$ cat src/hdl/u8d_pkg.sv
// Shared types, constants and the lead byte classifier for the UTF-8 sequence decoder.
// Depends on nothing; the lane, merge and decoder files refer to it by scoped names.
package u8d_pkg;

  localparam int unsigned NUM_CONT = 5;   // continuation bytes that one item can carry
  localparam int unsigned CP_W     = 31;
  localparam int unsigned LEN_W    = 3;

  localparam logic [LEN_W-1:0] LEN_BAD   = 3'd0;
  localparam logic [LEN_W-1:0] LEN_ONE   = 3'd1;
  localparam logic [LEN_W-1:0] LEN_TWO   = 3'd2;
  localparam logic [LEN_W-1:0] LEN_THREE = 3'd3;
  localparam logic [LEN_W-1:0] LEN_FOUR  = 3'd4;
  localparam logic [LEN_W-1:0] LEN_FIVE  = 3'd5;
  localparam logic [LEN_W-1:0] LEN_SIX   = 3'd6;

  localparam logic [7:0] CONT_MASK = 8'hC0;
  localparam logic [7:0] CONT_TAG  = 8'h80;

  // What one lane finds in its byte.
  typedef struct packed {
    logic       is_cont;
    logic [5:0] bits;
  } lane_t;

  typedef lane_t [NUM_CONT-1:0] lane_vec_t;

  typedef struct packed {
    logic [CP_W-1:0]  code_point;
    logic [LEN_W-1:0] used_bytes;
  } result_t;

  // Sequence length from the lead byte; leads 0xFE and 0xFF count as six.
  function automatic logic [LEN_W-1:0] lead_len(input logic [7:0] lead);
    logic [LEN_W-1:0] len;
    if (lead < 8'h80)      len = LEN_ONE;
    else if (lead < 8'hC0) len = LEN_BAD;
    else if (lead < 8'hE0) len = LEN_TWO;
    else if (lead < 8'hF0) len = LEN_THREE;
    else if (lead < 8'hF8) len = LEN_FOUR;
    else if (lead < 8'hFC) len = LEN_FIVE;
    else                   len = LEN_SIX;
    return len;
  endfunction

endpackage

$ cat src/hdl/u8d_if.sv
// Valid/ready channel interfaces for the decoder's input and result items.
// Depends on nothing but the language; payload widths are those of the item fields.
interface u8d_in_if;
  logic       valid;
  logic       ready;
  logic [7:0] lead_byte;
  logic [7:0] second_byte;
  logic [7:0] third_byte;
  logic [7:0] fourth_byte;
  logic [7:0] fifth_byte;
  logic [7:0] sixth_byte;

  modport source (output valid, lead_byte, second_byte, third_byte, fourth_byte,
                  fifth_byte, sixth_byte, input ready);
  modport sink (input valid, lead_byte, second_byte, third_byte, fourth_byte,
                fifth_byte, sixth_byte, output ready);
endinterface

interface u8d_out_if;
  logic        valid;
  logic        ready;
  logic [30:0] code_point;
  logic [2:0]  used_bytes;

  modport source (output valid, code_point, used_bytes, input ready);
  modport sink (input valid, code_point, used_bytes, output ready);
endinterface

$ cat src/hdl/u8d_lane.sv
// One continuation lane: checks the 10xxxxxx tag of a byte and extracts its payload bits.
// Depends on u8d_pkg.
module u8d_lane (
  input  logic [7:0]    byte_in,
  output u8d_pkg::lane_t lane
);

  assign lane.is_cont = ((byte_in & u8d_pkg::CONT_MASK) == u8d_pkg::CONT_TAG);
  assign lane.bits    = byte_in[5:0];

endmodule

$ cat src/hdl/u8d_merge.sv
// Merging stage: classifies the lead byte, checks the lanes the length needs and packs
// the code point. Depends on u8d_pkg.
module u8d_merge (
  input  logic [7:0]          lead_byte,
  input  u8d_pkg::lane_vec_t  lanes,
  output u8d_pkg::result_t    result
);

  logic [u8d_pkg::LEN_W-1:0]    len;
  logic [u8d_pkg::NUM_CONT-1:0] need;
  logic [u8d_pkg::NUM_CONT-1:0] cont_ok;
  logic                         all_ok;
  logic [u8d_pkg::CP_W-1:0]     packed_cp;

  assign len = u8d_pkg::lead_len(lead_byte);

  // Lane i holds byte i+2 of the sequence and matters only when the length reaches it.
  always_comb begin
    for (int i = 0; i < u8d_pkg::NUM_CONT; i++) begin
      need[i]    = ({1'b0, len} >= 4'(i + 2));
      cont_ok[i] = lanes[i].is_cont;
    end
  end

  assign all_ok = &(cont_ok | ~need);

  always_comb begin
    case (len)
      u8d_pkg::LEN_ONE:   packed_cp = {24'd0, lead_byte[6:0]};
      u8d_pkg::LEN_TWO:   packed_cp = {20'd0, lead_byte[4:0], lanes[0].bits};
      u8d_pkg::LEN_THREE: packed_cp = {15'd0, lead_byte[3:0], lanes[0].bits, lanes[1].bits};
      u8d_pkg::LEN_FOUR:  packed_cp = {10'd0, lead_byte[2:0], lanes[0].bits, lanes[1].bits,
                                       lanes[2].bits};
      u8d_pkg::LEN_FIVE:  packed_cp = {5'd0, lead_byte[1:0], lanes[0].bits, lanes[1].bits,
                                       lanes[2].bits, lanes[3].bits};
      u8d_pkg::LEN_SIX:   packed_cp = {lead_byte[0], lanes[0].bits, lanes[1].bits,
                                       lanes[2].bits, lanes[3].bits, lanes[4].bits};
      default:            packed_cp = '0;
    endcase
  end

  always_comb begin
    if (all_ok) begin
      result.code_point = packed_cp;
      result.used_bytes = len;
    end else begin
      result.code_point = '0;
      result.used_bytes = u8d_pkg::LEN_BAD;
    end
  end

endmodule

$ cat src/hdl/utf8_sequence_decoder.sv
// UTF-8 sequence decoder: one whole sequence of up to six bytes per item.
// An accepted item's result is registered in the output register, or in the skid entry if that is full.
// Throughput: one item per cycle while input ready is high; five lanes check the continuation bytes in parallel.
// A two-entry output buffer keeps input ready while one result waits to be taken.
// Reset (rst_n, synchronous, active low) empties the output buffer; the result data registers are not reset.
// Depends on u8d_pkg, u8d_if, u8d_lane and u8d_merge.
module utf8_sequence_decoder (
  input  logic      clk,
  input  logic      rst_n,
  u8d_in_if.sink    in_ch,
  u8d_out_if.source out_ch
);

  logic [7:0]         cont_bytes [u8d_pkg::NUM_CONT];
  u8d_pkg::lane_vec_t lanes;
  u8d_pkg::result_t   new_res;

  assign cont_bytes[0] = in_ch.second_byte;
  assign cont_bytes[1] = in_ch.third_byte;
  assign cont_bytes[2] = in_ch.fourth_byte;
  assign cont_bytes[3] = in_ch.fifth_byte;
  assign cont_bytes[4] = in_ch.sixth_byte;

  for (genvar g = 0; g < u8d_pkg::NUM_CONT; g++) begin : g_lane
    u8d_lane u_lane (
      .byte_in (cont_bytes[g]),
      .lane    (lanes[g])
    );
  end

  u8d_merge u_merge (
    .lead_byte (in_ch.lead_byte),
    .lanes     (lanes),
    .result    (new_res)
  );

  // Output register plus skid entry.
  logic             out_valid_r, out_valid_nxt;
  logic             skid_valid_r, skid_valid_nxt;
  u8d_pkg::result_t out_res_r, out_res_nxt;
  u8d_pkg::result_t skid_res_r, skid_res_nxt;
  logic             accept;
  logic             take;

  assign in_ch.ready = !skid_valid_r;
  assign accept      = in_ch.valid && in_ch.ready;
  assign take        = out_valid_r && out_ch.ready;

  always_comb begin
    out_valid_nxt  = out_valid_r;
    skid_valid_nxt = skid_valid_r;
    out_res_nxt    = out_res_r;
    skid_res_nxt   = skid_res_r;
    if (!out_valid_r || take) begin
      if (skid_valid_r) begin
        out_valid_nxt  = 1'b1;
        out_res_nxt    = skid_res_r;
        skid_valid_nxt = 1'b0;
      end else begin
        out_valid_nxt = accept;
        out_res_nxt   = new_res;
      end
    end else if (accept) begin
      skid_valid_nxt = 1'b1;
      skid_res_nxt   = new_res;
    end
  end

  always_ff @(posedge clk) begin
    if (!rst_n) begin
      out_valid_r  <= 1'b0;
      skid_valid_r <= 1'b0;
    end else begin
      out_valid_r  <= out_valid_nxt;
      skid_valid_r <= skid_valid_nxt;
    end
  end

  always_ff @(posedge clk) begin
    out_res_r  <= out_res_nxt;
    skid_res_r <= skid_res_nxt;
  end

  assign out_ch.valid      = out_valid_r;
  assign out_ch.code_point = out_res_r.code_point;
  assign out_ch.used_bytes = out_res_r.used_bytes;

endmodule
$ cat src/flat_wrapper.sv
// flat-port wrapper written by rule: the top's interface ports become plain ports
module utf8_sequence_decoder_flat 
  (clk, rst_n, in_ch_valid, in_ch_lead_byte, in_ch_second_byte, in_ch_third_byte, in_ch_fourth_byte, in_ch_fifth_byte, in_ch_sixth_byte, in_ch_ready, out_ch_valid, out_ch_code_point, out_ch_used_bytes, out_ch_ready);
  u8d_in_if in_ch_i ();
  u8d_out_if out_ch_i ();
  input  logic clk;
  input  logic rst_n;
  input wire logic [$bits(in_ch_i.valid)-1:0] in_ch_valid;
  input wire logic [$bits(in_ch_i.lead_byte)-1:0] in_ch_lead_byte;
  input wire logic [$bits(in_ch_i.second_byte)-1:0] in_ch_second_byte;
  input wire logic [$bits(in_ch_i.third_byte)-1:0] in_ch_third_byte;
  input wire logic [$bits(in_ch_i.fourth_byte)-1:0] in_ch_fourth_byte;
  input wire logic [$bits(in_ch_i.fifth_byte)-1:0] in_ch_fifth_byte;
  input wire logic [$bits(in_ch_i.sixth_byte)-1:0] in_ch_sixth_byte;
  output wire logic [$bits(in_ch_i.ready)-1:0] in_ch_ready;
  output wire logic [$bits(out_ch_i.valid)-1:0] out_ch_valid;
  output wire logic [$bits(out_ch_i.code_point)-1:0] out_ch_code_point;
  output wire logic [$bits(out_ch_i.used_bytes)-1:0] out_ch_used_bytes;
  input wire logic [$bits(out_ch_i.ready)-1:0] out_ch_ready;
  assign in_ch_i.valid = in_ch_valid;
  assign in_ch_i.lead_byte = in_ch_lead_byte;
  assign in_ch_i.second_byte = in_ch_second_byte;
  assign in_ch_i.third_byte = in_ch_third_byte;
  assign in_ch_i.fourth_byte = in_ch_fourth_byte;
  assign in_ch_i.fifth_byte = in_ch_fifth_byte;
  assign in_ch_i.sixth_byte = in_ch_sixth_byte;
  assign in_ch_ready = in_ch_i.ready;
  assign out_ch_valid = out_ch_i.valid;
  assign out_ch_code_point = out_ch_i.code_point;
  assign out_ch_used_bytes = out_ch_i.used_bytes;
  assign out_ch_i.ready = out_ch_ready;
  utf8_sequence_decoder u_core (.clk(clk), .rst_n(rst_n), .in_ch(in_ch_i), .out_ch(out_ch_i));
endmodule
$ cat config.mk
export PLATFORM = sky130hd
export DESIGN_NAME = utf8_sequence_decoder_flat
export DESIGN_NICKNAME = d
export VERILOG_FILES = /design/src/hdl/u8d_pkg.sv /design/src/hdl/u8d_if.sv /design/src/hdl/u8d_lane.sv /design/src/hdl/u8d_merge.sv /design/src/hdl/utf8_sequence_decoder.sv /design/src/flat_wrapper.sv
export SDC_FILE = /design/constraint.sdc
export NUM_CORES = 1
export LEC_CHECK = 0
export ABC_AREA = 1
export BUFFER_PORTS_ARGS = -buffer_cell sky130_fd_sc_hd__buf_2
export CAP_MARGIN = 20
export CORE_ASPECT_RATIO = 0.7
export CORE_UTILIZATION = 45
export DETAILED_ROUTE_END_ITERATION = 16
export PLACE_DENSITY_LB_ADDON = 0.08
export SLEW_MARGIN = 20
export SYNTH_ARGS = -nofsm -noshare
export SYNTH_HDL_FRONTEND = slang
export SYNTH_SLANG_ARGS = --single-unit
$ cat constraint.sdc
create_clock -name clk -period 6.71 [get_ports clk]
set_input_delay 0.3355 -clock clk [delete_from_list [all_inputs] [get_ports clk]]
set_output_delay 0.3355 -clock clk [all_outputs]
set_load 0.02 [all_outputs]
==> summary.md, run 1 <==
| Metric | Value |
|---|---|
| I/O Pins | `88` |
| Via density | `5.19` |
| Largest net degree at the start of global routing | `49` |
| Fillers | `758` |
| Combinational power share | `0.112` |
| CP Class | `primary input to register` |
| Post-synth top area share | `0.535` |
| Sequential group share of total power | `0.438` |
| Netlist Area Pre-Place | `3820 um2` |
| RSZ-0062 raised after global routing | `no` |
| Num CTS Buffers | `9` |
| Register clock-pin slew on the reported worst setup and hold paths | `roughly 0.060 ns` |
| Static Leak | `approximately 2.3 nW` |
| Final clock skew | `0.0104 ns` |
| Total GRT Usage | `0.241` |
| Die Area | `about 9000 um2` |
| Post-CTS sizing | `0` |
| # diodes | `0` |
| Share of cells above drive strength 1 | `0.218` |
| Initial Util | `0.475` |
| Grt ovf | `0` |
| Portion of netlist area occupied by mux cells | `0` |
| Row cnt | `27` |
| Final Cycle Share | `0.392` |
| Relative slew slack | `0.419` |
| Synthesized-area fraction occupied by adder cells | `0` |
| Post-Syn Instances | `466` |
| Post-DP HPWL | `6.94 mm` |
| Mean Syn Cell Area | `8.20 um2` |
| Vias in the first global route | `slightly above 3k` |
| Multi-input logic area | `1400 um2` |
| GP Congestion | `around 0.86` |
| Yosys top cell by area | `edfxtp_1` |
| Final hold viol count | `0` |
| Slew @ Worst Pin | `0.870 ns` |
| Die H | `79.1 um` |
| Synth Warn # | `0` |
| Final setup viols | `0` |
| WP data arrival | `2.71 ns` |
| Synth area leaders | `edfxtp_1 (53%), nand2_1 (17%), nand3_1 (6.4%)` |
| Crit path time final | `2.63 ns` |
| Yosys reg bits | `70` |
| XOR/XNOR Fraction of Synth Area | `0` |
| Clock Path Buffers | `2` |
| Critical path launch point | `in_ch_lead_byte[7]` |
| Switch share | `0.241` |
| Switching Power | `278 uW` |
| DRC Markers | `2` |
| Max VDD drop | `about 0.00017 V` |
| Top layer in use | `met4` |
| HP Class | `primary input to register` |
| Register area | `2080 um2` |
| Final core occ | `0.573` |
| Drt first pass iters | `11` |
| Post-synthesis sequential area ratio | `0.545` |
| Top_reg_cell synth | `edfxtp_1` |
| Most common cell after layout, fill and taps aside | `nand2_1` |
| Wire length on met1 | `4.69 mm` |
| Hold_buf cts | `0` |
| Compound-gate portion of the synthesized area | `0.0373` |
| Critical Path End Type | `register` |
| Core area | `8040 um2` |
| IO Port Bufs | `87` |
| Clock power frac | `0.450` |
| P per Cell Area | `250 nW/um2` |
| CTS H-tree lvls | `3` |
| CTS tree | `built` |
| WP data required | `6.80 ns` |
| First-pass GRT wire length | `15.9 mm` |
| CTS root buf | `clkbuf_16` |
| Fmax | `381 MHz` |
| Status | `finished with violations` |
| Clk sinks | `70` |
| Largest family of logic cells by synthesized area | `simple AND/OR/NAND/NOR gates` |
| Worst Setup Start Kind | `primary input` |
| Post-CTS Setup Bufs | `0` |
| Fin. max-slew vios | `0` |
| Share of synthesized cell area in and, or, nand and nor gates | `0.328` |
| Most frequent cells in the layout | `nand2_1 (170), buf_2 (87), edfxtp_1 (68)` |
| Die X | `112 um` |
| Pwr Total | `1.15 mW` |
| Sum of negative setup slack | `0 ns` |
| Avg WL per Cell | `15.4 um` |
| Routed via count | `3,378` |
| Initial antenna violation count | `0` |
| Nets | `597` |
| Yosys cell types | `27` |
| Initial DRC Count | `324` |
| Post-route antenna net violation count | `0` |
| Met3 WL | `964 um` |
| Syn_nets | `roughly 520` |
| Failing checks | `design-rule violations` |
| Insertion delay to the later sink of the worst-skew pair | `between 0.3 and 0.4 ns` |
| Async S/R FF share, synth | `0` |
| EDFF count, synth | `68` |
| DRT Wirelength | `10.0 mm` |
| Area Overhead vs Synth | `20.6%` |
| Max Cap Viol | `0` |
| CP Max Fanout | `48` |
| R2r startpoint | `u_core.out_ch.valid` |
| Met2 routed WL | `4.23 mm` |
| Internal Power | `a little under 900 uW` |
| Hold wc startpoint | `rst_n` |
## logic make-up (layout without fill, tap and decap cells)
| family | after synthesis | count (layout) |
|---|---|---|
| buffers and inverters | 79 | 163 |
| AND/OR/NAND/NOR | 291 | 291 |
| AO/OA/AOI/OAI | 26 | 26 |
| flip-flops | 70 | 70 |
## per-stage QoR
step	hold slack (ns)	setup slack, ns	std cells	area (um2)
floorplan	0.468	2.54	466	3820
global placement	0.499	3.88	635	4280
detailed placement	0.505	3.80	635	4280
CTS	0.222	4.15	651	4610
global route	0.234	3.91	651	4610
finish	0.224	4.08	651	4610
## worst max-delay path, cell delays in order
cell	delay, ns
buf_2	0.16
nand2_2	0.11
inv_2	0.10
nand2_2	0.07
nor2_2	0.66
nand2_1	0.15
nand3_2	0.32
inv_2	0.40
nand2_1	0.31
nor2_1	0.08
## cell usage after synthesis (2+ instances only)
master    count
nand2_1     170
o22ai_1       4
buf_2        10
a21oi_1      12
buf_1         3
and2_1        2
a31oi_1       2
nand4_1      16
edfxtp_1     68
buf_6         3
nor2_1       32
inv_1        52
buf_4         3
nor2_2        3
dfxtp_1       2
nand2_2       4
o21ai_0       5
nand3_1      49
nor3_1        8
and3_1        5
inv_2         4
clkbuf_1      4
## power by group through the flow
stage	logic (mW)	registers, mW	clock network, mW
2_1_floorplan	0.0537	0.537	0
3_3_place_gp	0.127	0.513	0
3_5_place_dp	0.128	0.514	0
4_1_cts	0.128	0.505	0.525
5_1_grt	0.142	0.506	0.539
6_report	0.128	0.504	0.519
## path summary, 6_finish.rpt
path	slack [ns]	end	cells past startpoint
setup reg to reg	5.08	u_core.skid_res_r[6]	4
hold reg to reg	0.51	u_core.out_ch.code_point[7]	2
setup / recovery	4.08	u_core.skid_res_r[15]	10
hold / removal	0.22	u_core.out_ch.valid	3
## layout make-up
cell class / count / area share
sequential: 70 / 0.452
multi-input combinational: 317 / 0.304
timing repair buffer: 91 / 0.101
clock buffer: 11 / 0.0527
inverter: 56 / 0.0456
tap: 101 / 0.0274
clock inverter: 5 / 0.0176
## per-layer routing
metal,track usage,vias up
met1,0.350,1508
met2,0.352,169
met5,0,-
li1,-,1688
met3,0.0672,13
met4,0.0680,0
## state kept, by name (all words and copies together), names as in the netlist
register	cells
u_core.skid_res_r	34
u_core.skid_valid_r	1
u_core.out_ch.code_point	31
u_core.out_ch.valid	1
u_core.out_ch.used_bytes	3
(Power assumes the default switching activity.)
==> run 2: changes to the inputs <==
clock period = 2.55 ns   (was 6.71 ns; I/O delays follow)
==> run 2 against run 1 <==
Net effect: the flow still finishes with violations (design-rule violations); die area stayed put; largest power group unchanged; setup slack worse by 3.4 ns; critical endpoint is now in_ch_ready; global-route usage down 0.16 points; register-to-register slack got worse by 4.3 ns; largest cell class unchanged.
==> summary.md, run 2 (synthesis results as in run 1) <==
| Metric | Value |
|---|---|
| Status | `finished with violations` |
| Failing checks | `design-rule violations` |
| Cells along the critical path | `inv_2 -> buf_2` |
| Max Cap Viol | `0` |
| Row cnt | `27` |
| Finished Layout Cells | `~650` |
| Hold_buf cts | `0` |
| Biggest register | `u_core.skid_res_r` |
| HP Class | `primary input to register` |
| Initial Util | `0.475` |
| Post-CTS sizing | `0` |
| WP data required | `2.42 ns` |
| Slew @ Worst Pin | `0.756 ns` |
| CP Class | `register to output port` |
| Core area | `8040 um2` |
| Clk sinks | `70` |
| Post-DP HPWL | `6.95 mm` |
| Max VDD drop | `0.000332 V` |
| CTS tree | `built` |
| Critical Path End Type | `output port` |
| Static Leak | `2.32 nW` |
| First-pass GRT wire length | `16.0 mm` |
| Routed via count | `3,405` |
| CP Max Fanout | `37` |
| Initial DRC Count | `222` |
| Most frequent cells in the layout | `nand2_1 (169), buf_2 (87), edfxtp_1 (68)` |
| Fmax | `522 MHz` |
| Share of cells above drive strength 1 | `0.222` |
| P per Cell Area | `649 nW/um2` |
| Initial antenna violation count | `0` |
| Worst Setup Start Kind | `register` |
| GP Congestion | `0.933` |
| CTS root buf | `clkbuf_16` |
| Grt ovf | `0` |
| Die Area | `8870 um2` |
| Num CTS Buffers | `9` |
| Relative slew slack | `0.494` |
| Sum of negative setup slack | `0 ns` |
| Nets | `600` |
| Placed instance count | `roughly 640` |
| I/O Pins | `88` |
| Avg WL per Cell | `15.1 um` |
| Fin. max-slew vios | `0` |
| Max stage delay on crit path | `0.71 ns` |
| Largest net degree at the start of global routing | `between 40 and 50` |
| Fillers | `767` |
| Clock Path Buffers | `2` |
| DRC Markers | `2` |
| Slowest CP cell | `dfxtp_1` |
| Worst Hold Slack | `0.0546 ns` |
| DRT Wirelength | `9.90 mm` |
| Via density | `5.21` |
| Final Cycle Share | `0.752` |
| Final setup viols | `0` |
| RSZ-0062 raised after global routing | `no` |
| Crit path time final | `1.92 ns` |
| # diodes | `0` |
| Area Overhead vs Synth | `21.2%` |
| Area after DPL | `4320 um2` |
| Vias in the first global route | `approximately 3.3k` |
| Final Cell Area | `4630 um2` |
| Drt first pass iters | `11` |
| Die H | `79.1 um` |
| Most common cell after layout, fill and taps aside | `nand2_1` |
| Post-CTS Setup Bufs | `0` |
| Post-route antenna net violation count | `0` |
| Die X | `about 110 um` |
| Total GRT Usage | `0.240` |
| Final hold viol count | `0` |
| Pwr Total | `3.00 mW` |
| Final clock skew | `0.00647 ns` |
| CTS H-tree lvls | `3` |
| Register clock-pin slew on the reported worst setup and hold paths | `0.06 ns` |
| WP data arrival | `between 1.5 and 2 ns` |
| IO Port Bufs | `87` |
| Number of flip-flops in the largest register | `34` |
| Insertion delay to the later sink of the worst-skew pair | `~0.33 ns` |
## run 2: changes by cell type in the layout (fill, tap and decap cells not counted), sizes merged
cell,previous run,this run
buf,91,94
clkinv,1,2
clkinvlp,1,0
## run 2: layout make-up
cell class / instances / area (um2) / area share
repair buffers: 94 / 488 / 0.105
clock inverters: 5 / 82.6 / 0.0178
multi-input cells: 317 / 1410 / 0.304
inverters: 56 / 210 / 0.0454
flip-flops and latches: 70 / 2080 / 0.450
well taps: 101 / 126 / 0.0273
clock buffers: 11 / 233 / 0.0503
## run 2: through the flow
stage | util | setup slack [ns]
finish | 0.576 | 0.632
global route | 0.576 | 0.512
CTS | 0.576 | 0.623
detailed placement | 0.537 | 0.607
global placement | 0.537 | 0.705
floorplan | - | 0.253
## run 2: worst max-delay path: cells and delay by family (launching register included)
family,cells,cell delay [ns]
buffers and inverters,2,0.75
DFF,1,0.71
## run 2: worst paths after layout
kind                         startpoint                           end  slack, ns  depth (start not counted)
hold / removal                    rst_n           u_core.out_ch.valid       0.05                          3
hold reg to reg   u_core.skid_res_r[21]  u_core.out_ch.code_point[18]       0.52                          2
setup reg to reg    u_core.skid_valid_r   u_core.out_ch.used_bytes[2]       0.83                          3
setup / recovery    u_core.skid_valid_r                   in_ch_ready       0.63                          2
## run 2: report_power, final
part	internal [mW]	total [mW]	switching, mW	leakage [nW]
registers	1.32	1.33	0.0123	0.763
logic	0.101	0.338	0.237	1.41
clock network	0.860	1.34	0.477	0.154
total	2.28	3.00	0.726	2.32
## run 2: metal layers
layer | vias up | wire (um) | global-route usage
li1 | 1695 | - | -
met1 | 1569 | 4790 | 0.334
met5 | - | 0 | 0
met2 | 128 | 4330 | 0.366
met4 | 0 | 137 | 0.0880
met3 | 13 | 635 | 0.0573
